[src/design/plsc_pkg.sv]
// Package: sizes, codes, state and memory request types of the list store.
`timescale 1ns / 1ps
package plsc_pkg;
	localparam int CAPACITY = 32;
	localparam int ADDR_W   = (CAPACITY > 1) ? $clog2(CAPACITY) : 1;
	localparam int CNT_W    = $clog2(CAPACITY + 1);
	localparam int OP_W     = 3;
	localparam int VALUE_W  = 32;
	localparam int POS_W    = 6;
	localparam int STATUS_W = 2;
	localparam int COUNT_W  = 6;
	localparam int CMP_W    = ((POS_W > CNT_W) ? POS_W : CNT_W) + 1;

	typedef logic [ADDR_W-1:0]  addr_t;
	typedef logic [CNT_W-1:0]   cnt_t;
	typedef logic [CMP_W-1:0]   cmp_t;
	typedef logic [VALUE_W-1:0] word_t;

	typedef enum logic [OP_W-1:0] {
		OP_INSERT      = 3'd0,
		OP_DELETE      = 3'd1,
		OP_APPEND      = 3'd2,
		OP_REMOVE_TAIL = 3'd3,
		OP_READOUT     = 3'd4
	} op_t;

	typedef enum logic [STATUS_W-1:0] {
		ST_OK     = 2'd0,
		ST_BADPOS = 2'd1,
		ST_FULL   = 2'd2,
		ST_EMPTY  = 2'd3
	} status_t;

	typedef enum logic [1:0] {
		S_IDLE,
		S_SHIFT,
		S_FIN,
		S_READ
	} state_t;

	typedef struct packed {
		logic  we;
		addr_t waddr;
		word_t wdata;
		logic  re;
		addr_t raddr;
	} ram_req_t;
endpackage

[src/design/plsc_in_if.sv]
// Command channel interface: operation, value and position.
`timescale 1ns / 1ps
interface plsc_in_if import plsc_pkg::*; ();
	logic                      valid;
	logic                      ready;
	logic [OP_W-1:0]           op;
	logic signed [VALUE_W-1:0] value;
	logic [POS_W-1:0]          position;

	modport source (output valid, op, value, position, input ready);
	modport sink (input valid, op, value, position, output ready);
endinterface

[src/design/plsc_out_if.sv]
// Response channel interface: status, count and stored entry.
`timescale 1ns / 1ps
interface plsc_out_if import plsc_pkg::*; ();
	logic                      valid;
	logic                      ready;
	logic [STATUS_W-1:0]       status;
	logic [COUNT_W-1:0]        item_count;
	logic signed [VALUE_W-1:0] entry_value;
	logic                      entry_valid;
	logic                      last;

	modport source (output valid, status, item_count, entry_value, entry_valid, last,
		input ready);
	modport sink (input valid, status, item_count, entry_value, entry_valid, last,
		output ready);
endinterface

[src/design/plsc_ram.sv]
// Entry memory: one write port, one read port, registered read data.
`timescale 1ns / 1ps
module plsc_ram import plsc_pkg::*; (
	input  logic     clk,
	input  ram_req_t req,
	output word_t    rdata
);
	word_t mem_q [CAPACITY];
	word_t rdata_q;

	always_ff @(posedge clk) begin
		if (req.we) begin
			mem_q[req.waddr] <= req.wdata;
		end
		if (req.re) begin
			rdata_q <= mem_q[req.raddr];
		end
	end

	assign rdata = rdata_q;
endmodule

[src/design/plsc_ctrl.sv]
// Sequencer: decodes commands, shifts entries through the memory, drives responses.
`timescale 1ns / 1ps
module plsc_ctrl import plsc_pkg::*; (
	input  logic              clk,
	input  logic              arst_n,
	plsc_in_if.sink           cmd,
	plsc_out_if.source        rsp,
	output ram_req_t          ram_req,
	input  word_t             ram_rdata
);
	state_t  state_q, state_nxt;
	logic [OP_W-1:0] op_q;
	word_t   val_q;
	status_t status_q;
	addr_t   idx_q;
	cnt_t    cnt_q;
	addr_t   rd_ptr_q;
	cnt_t    rd_left_q;
	logic    pend_s1;
	addr_t   addr_s1;

	logic    rsp_valid_q;
	status_t rsp_status_q;
	cnt_t    rsp_count_q;
	word_t   rsp_value_q;
	logic    rsp_evalid_q;
	logic    rsp_last_q;

	status_t dec_status;
	logic    dec_shift, dec_fin, dec_read;
	addr_t   dec_rd_ptr, dec_idx;
	cnt_t    dec_rd_left;
	cmp_t    pos_c, cnt_c;
	logic    full, empty;

	logic    accept, slot_free, is_ins, ok_q;
	logic    sh_read, rd_load, rd_issue, fin_fire, rd_last;
	cnt_t    cnt_nxt;

	assign accept    = cmd.valid && cmd.ready;
	assign slot_free = !rsp_valid_q || rsp.ready;
	assign is_ins    = (op_q == OP_INSERT);
	assign ok_q      = (status_q == ST_OK);
	assign sh_read   = (state_q == S_SHIFT) && (rd_left_q != '0);
	assign rd_load   = (state_q == S_READ) && pend_s1 && slot_free;
	assign rd_issue  = (state_q == S_READ) && (rd_left_q != '0) && (!pend_s1 || rd_load);
	assign fin_fire  = (state_q == S_FIN) && slot_free;
	assign rd_last   = ((cnt_t'(addr_s1) + cnt_t'(1)) == cnt_q);

	assign pos_c = cmp_t'(cmd.position);
	assign cnt_c = cmp_t'(cnt_q);
	assign full  = (cnt_q == cnt_t'(CAPACITY));
	assign empty = (cnt_q == '0);

	// command decode
	always_comb begin
		dec_status  = ST_OK;
		dec_shift   = 1'b0;
		dec_fin     = 1'b0;
		dec_read    = 1'b0;
		dec_rd_ptr  = '0;
		dec_rd_left = '0;
		dec_idx     = '0;
		case (cmd.op)
			OP_INSERT: begin
				dec_fin = 1'b1;
				if (pos_c == '0 || pos_c > cnt_c + cmp_t'(1)) begin
					dec_status = ST_BADPOS;
				end else if (full) begin
					dec_status = ST_FULL;
				end else begin
					dec_fin     = 1'b0;
					dec_shift   = 1'b1;
					dec_rd_ptr  = addr_t'(cnt_q - cnt_t'(1));
					dec_rd_left = cnt_t'(cnt_c - pos_c + cmp_t'(1));
					dec_idx     = addr_t'(pos_c - cmp_t'(1));
				end
			end
			OP_DELETE: begin
				dec_fin = 1'b1;
				if (empty) begin
					dec_status = ST_EMPTY;
				end else if (pos_c == '0 || pos_c > cnt_c) begin
					dec_status = ST_BADPOS;
				end else begin
					dec_fin     = 1'b0;
					dec_shift   = 1'b1;
					dec_rd_ptr  = addr_t'(pos_c);
					dec_rd_left = cnt_t'(cnt_c - pos_c);
				end
			end
			OP_APPEND: begin
				dec_fin = 1'b1;
				dec_idx = addr_t'(cnt_q);
				if (full) begin
					dec_status = ST_FULL;
				end
			end
			OP_REMOVE_TAIL: begin
				dec_fin = 1'b1;
				if (empty) begin
					dec_status = ST_EMPTY;
				end
			end
			OP_READOUT: begin
				if (empty) begin
					dec_status = ST_EMPTY;
					dec_fin    = 1'b1;
				end else begin
					dec_read    = 1'b1;
					dec_rd_left = cnt_q;
				end
			end
			default: begin
				dec_status = ST_OK;
			end
		endcase
	end

	// next state
	always_comb begin
		state_nxt = state_q;
		case (state_q)
			S_IDLE: begin
				if (accept) begin
					if (dec_shift) begin
						state_nxt = S_SHIFT;
					end else if (dec_fin) begin
						state_nxt = S_FIN;
					end else if (dec_read) begin
						state_nxt = S_READ;
					end
				end
			end
			S_SHIFT: begin
				if (rd_left_q == '0) begin
					state_nxt = S_FIN;
				end
			end
			S_FIN: begin
				if (fin_fire) begin
					state_nxt = S_IDLE;
				end
			end
			S_READ: begin
				if (rd_left_q == '0 && (!pend_s1 || rd_load)) begin
					state_nxt = S_IDLE;
				end
			end
			default: begin
				state_nxt = S_IDLE;
			end
		endcase
	end

	// outputs: handshake, memory request, count update
	always_comb begin
		cmd.ready     = (state_q == S_IDLE);
		ram_req.re    = sh_read || rd_issue;
		ram_req.raddr = rd_ptr_q;
		ram_req.we    = 1'b0;
		ram_req.waddr = idx_q;
		ram_req.wdata = val_q;
		cnt_nxt       = cnt_q;
		case (state_q)
			S_SHIFT: begin
				ram_req.we    = pend_s1;
				ram_req.waddr = is_ins ? addr_s1 + addr_t'(1) : addr_s1 - addr_t'(1);
				ram_req.wdata = ram_rdata;
			end
			S_FIN: begin
				ram_req.we = fin_fire && ok_q && (is_ins || op_q == OP_APPEND);
				if (ok_q) begin
					if (is_ins || op_q == OP_APPEND) begin
						cnt_nxt = cnt_q + cnt_t'(1);
					end else if (op_q == OP_DELETE || op_q == OP_REMOVE_TAIL) begin
						cnt_nxt = cnt_q - cnt_t'(1);
					end
				end
			end
			default: begin
				ram_req.we = 1'b0;
			end
		endcase
	end

	always_ff @(posedge clk or negedge arst_n) begin
		if (!arst_n) begin
			state_q     <= S_IDLE;
			cnt_q       <= '0;
			pend_s1     <= 1'b0;
			rsp_valid_q <= 1'b0;
		end else begin
			state_q <= state_nxt;
			if (ram_req.re) begin
				pend_s1 <= 1'b1;
			end else if (state_q == S_SHIFT || rd_load) begin
				pend_s1 <= 1'b0;
			end
			if (fin_fire) begin
				cnt_q <= cnt_nxt;
			end
			if (fin_fire || rd_load) begin
				rsp_valid_q <= 1'b1;
			end else if (rsp.ready) begin
				rsp_valid_q <= 1'b0;
			end
		end
	end

	always_ff @(posedge clk) begin
		if (accept) begin
			op_q      <= cmd.op;
			val_q     <= cmd.value;
			status_q  <= dec_status;
			idx_q     <= dec_idx;
			rd_ptr_q  <= dec_rd_ptr;
			rd_left_q <= dec_rd_left;
		end else if (ram_req.re) begin
			rd_ptr_q  <= is_ins ? rd_ptr_q - addr_t'(1) : rd_ptr_q + addr_t'(1);
			rd_left_q <= rd_left_q - cnt_t'(1);
		end
		if (ram_req.re) begin
			addr_s1 <= rd_ptr_q;
		end
		if (fin_fire) begin
			rsp_status_q <= status_q;
			rsp_count_q  <= cnt_nxt;
			rsp_value_q  <= '0;
			rsp_evalid_q <= 1'b0;
			rsp_last_q   <= 1'b1;
		end else if (rd_load) begin
			rsp_status_q <= ST_OK;
			rsp_count_q  <= cnt_q;
			rsp_value_q  <= ram_rdata;
			rsp_evalid_q <= 1'b1;
			rsp_last_q   <= rd_last;
		end
	end

	assign rsp.valid       = rsp_valid_q;
	assign rsp.status      = rsp_status_q;
	assign rsp.item_count  = COUNT_W'(rsp_count_q);
	assign rsp.entry_value = rsp_value_q;
	assign rsp.entry_valid = rsp_evalid_q;
	assign rsp.last        = rsp_last_q;
endmodule

[src/design/positional_list_store_core.sv]
// Top level of the positional list store: sequencer plus entry memory.
// Append, remove tail and rejected edits pass from accept to S_FIN, which registers the
// response word once the output slot is free. Insert and delete first shift entries in
// S_SHIFT, one entry moved per cycle through the read and write ports of the memory.
// Readout: one word per cycle while the receiver takes each word; one item at a time.
// Reset (arst_n low, asynchronous): count and control clear; entries need no clearing.
`timescale 1ns / 1ps
module positional_list_store_core import plsc_pkg::*; (
	input  logic       clk,
	input  logic       arst_n,
	plsc_in_if.sink    cmd,
	plsc_out_if.source rsp
);
	ram_req_t ram_req;
	word_t    ram_rdata;

	plsc_ctrl u_ctrl (
		.clk       (clk),
		.arst_n    (arst_n),
		.cmd       (cmd),
		.rsp       (rsp),
		.ram_req   (ram_req),
		.ram_rdata (ram_rdata)
	);

	plsc_ram u_ram (
		.clk   (clk),
		.req   (ram_req),
		.rdata (ram_rdata)
	);
endmodule

[src/flat_wrapper.sv]
// flat-port wrapper written by rule: the top's interface ports become plain ports
module positional_list_store_core_flat import plsc_pkg::*;
  (clk, arst_n, cmd_valid, cmd_op, cmd_value, cmd_position, cmd_ready, rsp_valid, rsp_status, rsp_item_count, rsp_entry_value, rsp_entry_valid, rsp_last, rsp_ready);
  plsc_in_if cmd_i ();
  plsc_out_if rsp_i ();
  input  logic clk;
  input  logic arst_n;
  input wire logic [$bits(cmd_i.valid)-1:0] cmd_valid;
  input wire logic [$bits(cmd_i.op)-1:0] cmd_op;
  input wire logic [$bits(cmd_i.value)-1:0] cmd_value;
  input wire logic [$bits(cmd_i.position)-1:0] cmd_position;
  output wire logic [$bits(cmd_i.ready)-1:0] cmd_ready;
  output wire logic [$bits(rsp_i.valid)-1:0] rsp_valid;
  output wire logic [$bits(rsp_i.status)-1:0] rsp_status;
  output wire logic [$bits(rsp_i.item_count)-1:0] rsp_item_count;
  output wire logic [$bits(rsp_i.entry_value)-1:0] rsp_entry_value;
  output wire logic [$bits(rsp_i.entry_valid)-1:0] rsp_entry_valid;
  output wire logic [$bits(rsp_i.last)-1:0] rsp_last;
  input wire logic [$bits(rsp_i.ready)-1:0] rsp_ready;
  assign cmd_i.valid = cmd_valid;
  assign cmd_i.op = cmd_op;
  assign cmd_i.value = cmd_value;
  assign cmd_i.position = cmd_position;
  assign cmd_ready = cmd_i.ready;
  assign rsp_valid = rsp_i.valid;
  assign rsp_status = rsp_i.status;
  assign rsp_item_count = rsp_i.item_count;
  assign rsp_entry_value = rsp_i.entry_value;
  assign rsp_entry_valid = rsp_i.entry_valid;
  assign rsp_last = rsp_i.last;
  assign rsp_i.ready = rsp_ready;
  positional_list_store_core u_core (.clk(clk), .arst_n(arst_n), .cmd(cmd_i), .rsp(rsp_i));
endmodule
[config.mk]
export PLATFORM = sky130hd
export DESIGN_NAME = positional_list_store_core_flat
export DESIGN_NICKNAME = d
export VERILOG_FILES = /design/src/design/plsc_pkg.sv /design/src/design/plsc_in_if.sv /design/src/design/plsc_out_if.sv /design/src/design/plsc_ram.sv /design/src/design/plsc_ctrl.sv /design/src/design/positional_list_store_core.sv /design/src/flat_wrapper.sv
export SDC_FILE = /design/constraint.sdc
export NUM_CORES = 1
export LEC_CHECK = 0
export BUFFER_PORTS_ARGS = -buffer_cell sky130_fd_sc_hd__clkbuf_2
export CAP_MARGIN = 20
export CORE_ASPECT_RATIO = 0.7
export CORE_MARGIN = 5
export CORE_UTILIZATION = 53
export CTS_BUF_LIST = sky130_fd_sc_hd__clkbuf_2
export DETAILED_ROUTE_END_ITERATION = 10
export HOLD_SLACK_MARGIN = 0.03
export PLACE_DENSITY = 0.73
export SETUP_SLACK_MARGIN = 0.15
export SKIP_CTS_REPAIR_TIMING = 1
export SLEW_MARGIN = 20
export SYNTH_ARGS = -nofsm -noshare
export SYNTH_HDL_FRONTEND = slang
export SYNTH_SLANG_ARGS = --single-unit
[constraint.sdc]
create_clock -name clk -period 8.8 [get_ports clk]
set_clock_uncertainty 0.2 [all_clocks]
set_input_delay 0 -clock clk [delete_from_list [all_inputs] [get_ports clk]]
set_output_delay 0 -clock clk [all_outputs]
set_load 0.02 [all_outputs]
# ---- Word-level counts from Yosys, hierarchy flattened
# Memories as Yosys holds them, arrays and structs flattened. A register that Yosys moved wholly into a read port is not among the register bits.
# Cells that the tools add are included.
dict set report totals {
  n_memories 1
  mem_bits_rw 1024
  inputBits 45
  reg_bits 110
  wordCells 147
}
dict set report classes {
  eq_ne 17
  addsub 12
  reduce_logical 36
  n_mux 63
  magnitude_cmp 2
}
# name depth word_bits rd rd_ports_with_merged_regs wr line
set mem_list {}
lappend mem_list {u_core.u_ram.mem_q 32 32 1 1 1 plsc_ram.sv:8} ;# word_t mem_q [CAPACITY];
# operator n
set op_table {}
lappend op_table {{6-bit 2-to-1 mux} 13}
lappend op_table {{5-bit 2-to-1 mux} 10}
lappend op_table {{37-bit 2-to-1 mux} 1}
lappend op_table {{2-bit 2-to-1 mux} 13}
lappend op_table {{5-bit case mux with 2 select lines} 2}
lappend op_table {{1-bit 2-to-1 mux} 18}
lappend op_table {{6-bit case mux with 3 select lines} 1}
lappend op_table {{2-bit case mux with 4 select lines} 2}
lappend op_table {{5-bit by 1-bit subtractor with 5-bit output, second input constant} 3}
lappend op_table {{6-bit by 1-bit adder with 6-bit output, second input constant} 2}
lappend op_table {{3-bit by 2-bit == test with 1-bit output, second input constant} 4}
lappend op_table {{6-bit zero test} 2}
lappend op_table {{6-bit by 1-bit subtractor with 6-bit output, second input constant} 2}
lappend op_table {{5-bit by 1-bit adder with 5-bit output, second input constant} 2}
lappend op_table {{1-bit logical AND} 10}
lappend op_table {{1-bit logical OR} 9}
lappend op_table {{2-bit nonzero test} 4}
lappend op_table {{6-bit by 1-bit adder with 7-bit output, second input constant} 1}
lappend op_table {{6-bit by 7-bit greater-than comparator with 1-bit output} 1}
lappend op_table {{7-bit zero test} 1}
lappend op_table {{5-bit by 1-bit adder with 6-bit output, second input constant} 1}
lappend op_table {{3-bit by 1-bit == test with 1-bit output, second input constant} 2}
lappend op_table {{6-bit == test} 1}
lappend op_table {{6-bit == test, second input constant} 1}
lappend op_table {{16 further kinds} 24}

# ---- Longest topological paths before layout
dict set report logic_depth {
  depth_word 9
  depth_mapped 12
  ltp_nobuf 10
}

# ---- Hierarchy
# A second synthesis with hierarchy kept.
dict set report unflattened {
  cells_unflattened 2813
  hier_area_um2 46821.2
}
# module seq_area_each_um2 instances area_each_um2 cells_each
set by_module_without_submodules {}
lappend by_module_without_submodules {plsc_ram 31710.4 1 40812.9 2260}
lappend by_module_without_submodules {plsc_ctrl 2912.8 1 6008.3 553}

# ---- Worst setup path before layout
# OpenSTA, ideal clock, no wires.
dict set report synth_timing {
  path_kind {flip-flop to flip-flop}
  from {register u_core.u_ctrl.op_q[2]}
  to {memory u_core.u_ram.mem_q[17][0] in the netlist's numbering (enable)}
  setup_slack_ps 4379
  stages_incl_launch_ff 10
  arrival_ps 3800
  period_less_slack_ps 4421
  cell_sequence {edfxtp_1 > nor3_2 > inv_1 > ha_1 > nor2b_1 > o21ai_0 > a21oi_1 > o31a_1 > or3_1 > nor2_1}
}
dict set report synth_via {
  elab_chain_cells 6
  word_cells_on_any_way 9
  classes_between {eq/ne (1); mux (5); reduce/logical (3)}
}
# item line
set synth_lines {}
lappend synth_lines {{from (decl)} plsc_ctrl.sv:12} ;# logic [OP_W-1:0] op_q;
lappend synth_lines {{from (signal assigned)} plsc_ctrl.sv:213} ;# op_q <= cmd.op;
lappend synth_lines {{3-bit by 2-bit == test with 1-bit output / 3-bit zero test (equally long branches)} {plsc_ctrl.sv:172, plsc_ctrl.sv:42}}
lappend synth_lines {{1-bit logical OR} plsc_ctrl.sv:172} ;# ram_req.we = fin_fire && ok_q && (is_ins || op_q == OP_APPEND);
lappend synth_lines {{1-bit logical AND} plsc_ctrl.sv:172}
lappend synth_lines {{1-bit case mux with 2 select lines} plsc_ctrl.sv:165} ;# case (state_q)
lappend synth_lines {{1-bit 2-to-1 mux} plsc_ram.sv:12} ;# if (req.we) begin
lappend synth_lines {{1-bit 2-to-1 mux (implied by the code)} plsc_ram.sv:13} ;# mem_q[req.waddr] <= req.wdata;
lappend synth_lines {{to (decl)} plsc_ram.sv:8}
# Several ways; a longest one is shown, not always the timed one.

# ---- Final worst setup path
dict set report layout_timing {
  from {register u_core.u_ctrl.cnt_q[1]}
  to {register u_core.u_ctrl.rd_ptr_q[4] (data pin)}
}
dict set report layout_via {
  elab_chain_cells 6
  word_cells_on_any_way 14
  classes_between {add/sub (2); order compare (2); eq/ne (1); mux (6); reduce/logical (3)}
}
# item line
set layout_lines {}
lappend layout_lines {{from (decl)} plsc_ctrl.sv:16} ;# cnt_t cnt_q;
lappend layout_lines {{from (signal assigned)} plsc_ctrl.sv:201} ;# cnt_q <= cnt_nxt;
lappend layout_lines {{6-bit by 1-bit adder with 7-bit output / 6-bit greater-than comparator (equally long branches)} {plsc_ctrl.sv:67, plsc_ctrl.sv:83}}
lappend layout_lines {{6-bit by 7-bit greater-than comparator with 1-bit output / 1-bit logical OR (equally long branches)} {plsc_ctrl.sv:67, plsc_ctrl.sv:83}}
lappend layout_lines {{1-bit logical OR / 5-bit 2-to-1 mux (equally long branches)} {plsc_ctrl.sv:67, plsc_ctrl.sv:83}}
lappend layout_lines {{5-bit 2-to-1 mux (on tied branches)} {plsc_ctrl.sv:67, plsc_ctrl.sv:81}}
lappend layout_lines {{5-bit case mux with 2 select lines (*)} plsc_ctrl.sv:64} ;# case (cmd.op)
lappend layout_lines {{5-bit 2-to-1 mux (*)} plsc_ctrl.sv:212} ;# if (accept) begin
lappend layout_lines {{to (signal assigned)} plsc_ctrl.sv:217} ;# rd_ptr_q <= dec_rd_ptr;
lappend layout_lines {{to (signal assigned)} plsc_ctrl.sv:220} ;# rd_ptr_q <= is_ins ? rd_ptr_q - addr_t'(1) : rd_ptr_q + addr_t'(1);
lappend layout_lines {{to (decl)} plsc_ctrl.sv:17} ;# addr_t rd_ptr_q;
# Mark *: on every way between the ends. The rest lies on a longest branch, timed or not.
# A chain may end at the register's enable or synchronous reset.

==> impl_metrics.csv <==
group,metric,value,unit
status,outcome,"finished, final reports clean",
die,initial_core_util,53.23,%
hold_path,hold_path_class,"input port to flop",
power,p_comb_share,33.3,%
global_route,grt_pass1_wl,153400,microns
cells_and_area,n_fill_cell,6001,
logic_synthesis,ys_types,57,
cts,clockRootBuffer,"clkbuf_2",
logic_synthesis,ys_ff_latch,1166,
detailed_routing,wire_per_inst,27.66,microns
worst_setup_path,cp-start-kind,"flop",
power,peakVddDrop,0.2222,mV
cts,cts-buffers-inserted,280,
cells_and_area,nNetsFinal,2622,
worst_setup_path,worstPathRequired,9.69,ns
timing,hold_viol,0,
logic_synthesis,synth-adder-area-share,0.9795,%
worst_setup_path,crit_path_end_kind,"flop",
power,swShare,33.93,%
timing,rsz0062_at_grt,"no",
cells_and_area,drive_gt1_share,35.99,%
die,die_area,0.09236,sq mm
logic_synthesis,synth_top_family_by_area,"multiplexers",
detailed_routing,drt_iter0_drc,2851,
power,pwr-share-seq,45.5,%
logic_synthesis,synth-async-reset-ratio,0.8576,%
die,die_w,361.1,microns
cells_and_area,layoutNonFillerInstCount,3862,
detailed_routing,vias,23565,
cts,clk_pin_slew_worst_paths,0.10,ns
cts,cts_buffer_depth,4,
cells_and_area,syn_to_final_growth,12.80,%
worst_setup_path,critPathArrivalTime,6.21,ns
global_route,grt_pass1_vias,23142,
flow_run,drv_cap,0,
worst_setup_path,path_max_fanout,13,
detailed_routing,drtAntennaViolNets,0,
timing,post-route-period-util,60.50,%
timing,worst_pin_slew,1.137,ns
die,boundaryPins,89,
global_route,grt_antenna_before_repair,9,
power,power.internal,10120,uW
logic_synthesis,yosys-top-cells-area,"edfxtp_1, mux4_2, mux2_2, dfxtp_1, ha_1",
logic_synthesis,synth_ff_type,"edfxtp_1",
logic_synthesis,syn_area,0.04573,sq mm
placed_design,dp.cells,3268,
placed_design,place_congestion,0.8404,
cells_and_area,final_common_cell,"edfxtp_1",
timing,fmax,187.8,MHz
cells_and_area,layout_common_cells,"edfxtp_1, clkbuf_2, mux4_2",
global_route,grt_max_degree,114,
timing,setup_violations,0,
logic_synthesis,syn_area_per_cell,21.81,sq um
logic_synthesis,ys_warn_count,0,
die,coreArea,0.08592,sq mm
logic_synthesis,yosysSeqAreaShare,75.71,%
detailed_routing,drtPass1Iterations,8,
placed_design,portBuffers,88,
worst_setup_path,path_class,"flop to flop",
cts,htreeDepth,5,
logic_synthesis,synth.area.mux_share,17.41,%
timing,setup_tns,0,ns
cts,worstSkewPairLatency,1.40,ns
logic_synthesis,synth_edf_count,1122,
detailed_routing,vias_per_cell,6.102,
global_route,overflow,0,
logic_synthesis,syn_nets,2176,
placed_design,hpwl,64290,microns
cts,tritoncts,"yes",
global_route,track_usage,22.81,%
logic_synthesis,synth_top_area_cell,"edfxtp_1",
cells_and_area,post-route-util,60.04,%
timing,maxSlewHeadroom,24.00,%
power,leakagePower,0.01682,uW
logic_synthesis,yosysTopAreaCellShare,73.67,%
power,power.total,15320,uW
logic_synthesis,synth-compound-area-share,1.650,%
die,die_h,255.8,microns
detailed_routing,drt-total-wl,106800,microns
power,switchingPower,5197,uW
timing,min_period,5.324,ns
logic_synthesis,netlist_instances,2097,
power,clock_power_share,21.2,%
cts,cts.sinks,1166,
logic_synthesis,synthXorXnorAreaFrac,0.7469,%
logic_synthesis,yosys.area_share.simple,2.164,%
timing,slew_violations,0,
detailed_routing,post-route-drc-count,0,
power,p_per_area,296.9,mW/mm^2
die,num_rows,90,
==> cell families (layout without fill, tap and decap cells) <==
family                     Yosys count  in the layout
DFF                               1166           1166
AOI/OAI and AO/OA                  121            121
buffers and inverters              133            745
muxes                              387            387
adders and majority gates           34             34
xor gates and xnor gates            39             39
and+or+nand+nor                    217            217
other                                0              3
==> path summary, 6_finish.rpt <==
| path | from | slack [ns] | end | cells past startpoint |
|---|---|---|---|---|
| worst min-delay path | cmd_position[3] | 0.08 | u_core.u_ctrl.rd_left_q[4]$_DFFE_PP_ | 8 |
| worst max-delay path | u_core.u_ctrl.cnt_q[1]$_DFFE_PN0P_ | 3.48 | u_core.u_ctrl.rd_ptr_q[4]$_DFFE_PP_ | 14 |
| max in group asynchronous | arst_n | 7.45 | u_core.u_ctrl.cnt_q[0]$_DFFE_PN0P_ | 5 |
| min in group asynchronous | arst_n | 0.57 | u_core.u_ctrl.cnt_q[4]$_DFFE_PN0P_ | 5 |
| worst min register to register | u_core.u_ctrl.rsp.entry_value[22]$_SDFFE_PP0P_ | 0.26 | u_core.u_ctrl.rsp.entry_value[22]$_SDFFE_PP0P_ | 2 |
| worst max register to register | u_core.u_ctrl.cnt_q[1]$_DFFE_PN0P_ | 3.48 | u_core.u_ctrl.rd_ptr_q[4]$_DFFE_PP_ | 14 |
==> state kept, by name (all words and copies together), names as in the netlist, 2 cells and up <==
register	cells
u_core.u_ctrl.rsp.item_count	6
u_core.u_ctrl.addr_s1	5
u_core.u_ctrl.rd_left_q	6
u_core.u_ram.mem_q	1024
u_core.u_ctrl.state_q	2
u_core.u_ram.rdata	32
u_core.u_ctrl.op_q	3
u_core.u_ctrl.rsp.entry_value	32
u_core.u_ctrl.cnt_q	6
u_core.u_ctrl.rsp.status	2
u_core.u_ctrl.rd_ptr_q	5
u_core.u_ctrl.idx_q	5
u_core.u_ctrl.val_q	32
u_core.u_ctrl.status_q	2
==> per-layer routing <==
| layer | vias to the layer above | wire length [microns] | part of all wire (%) | global-route usage [%] |
|---|---|---|---|---|
| met5 | - | 8 | 0.0075 | 0 |
| met1 | 12262 | 44330 | 41 | 34.95 |
| li1 | 9779 | - | - | - |
| met3 | 132 | 14870 | 14 | 9.475 |
| met4 | 2 | 1475 | 1.4 | 6.105 |
| met2 | 1390 | 46140 | 43 | 30.48 |
==> power groups by stage <==
stage	Sequential (uW)	Combinational [uW]	Clock (uW)
2_1_floorplan	7060	3280	0
3_3_place_gp	7080	4850	0
6_report	6970	5100	3250
3_5_place_dp	7090	4950	0
4_1_cts	6960	4970	3320
5_1_grt	6990	5430	3640
==> cells in the mapped netlist (2+ instances only) <==
cell type,number
edfxtp_1,1122
mux4_2,320
nand2_1,89
mux2_2,66
clkbuf_1,57
nor2_1,54
a21oi_1,47
dfxtp_1,34
ha_1,31
inv_1,29
nand3_1,26
xnor2_1,21
buf_4,20
xor2_1,18
o21ai_0,17
buf_1,14
o22ai_1,11
dfrtp_1,10
buf_2,9
and3_1,8
a21o_1,7
a22oi_1,7
a31oi_1,6
nor3_1,6
o31ai_1,6
and2_1,5
nand2b_1,5
buf_6,4
nor2b_1,4
or3_1,4
fa_1,3
nor3b_1,3
o221ai_1,3
or2_2,3
a21boi_0,2
a222oi_1,2
a22o_1,2
nand3b_1,2
nor4b_1,2
==> stage by stage <==
stage / instance area (sq um) / setup slack [ns] / hold WS [ns]
6_report: 51590 / 3.476 / 0.07847
5_1_grt: 51580 / 3.297 / 0.04951
4_1_cts: 50090 / 4.014 / -1.880
3_5_place_dp: 47870 / 4.041 / -0.3058
3_3_place_gp: 47590 / 4.074 / -0.3185
2_1_floorplan: 45730 / 4.379 / -0.4956
==> critical path, cell delays in order, from the launching register on <==
cell and delay (ns):
dfrtp_1 0.65, ha_1 0.28, nand3_1 0.17, xor2_1 0.21, ha_1 0.33, nand3_1 0.08
dlygate4sd3_1 0.57, a31oi_1 0.29, nor3_1 0.09, dlygate4sd3_1 0.58, buf_4 0.19, a22oi_1 0.17
dlygate4sd3_1 0.59, o22ai_1 0.07, dlygate4sd3_1 0.60
==> layout make-up <==
class,count,area (sq um),share of cell area [%]
Multi-Input combinational cell,798,10770,20.88
Sequential cell,1166,34620,67.12
Clock buffer,403,2017,3.910
Timing Repair Buffer,268,2417,4.686
Tap cell,1150,1439,2.789
Inverter,29,108.9,0.2110
Antenna cell,3,7.507,0.01455
Clock inverter,45,202.7,0.3929
No activity file was read; power rests on OpenSTA's default activity.
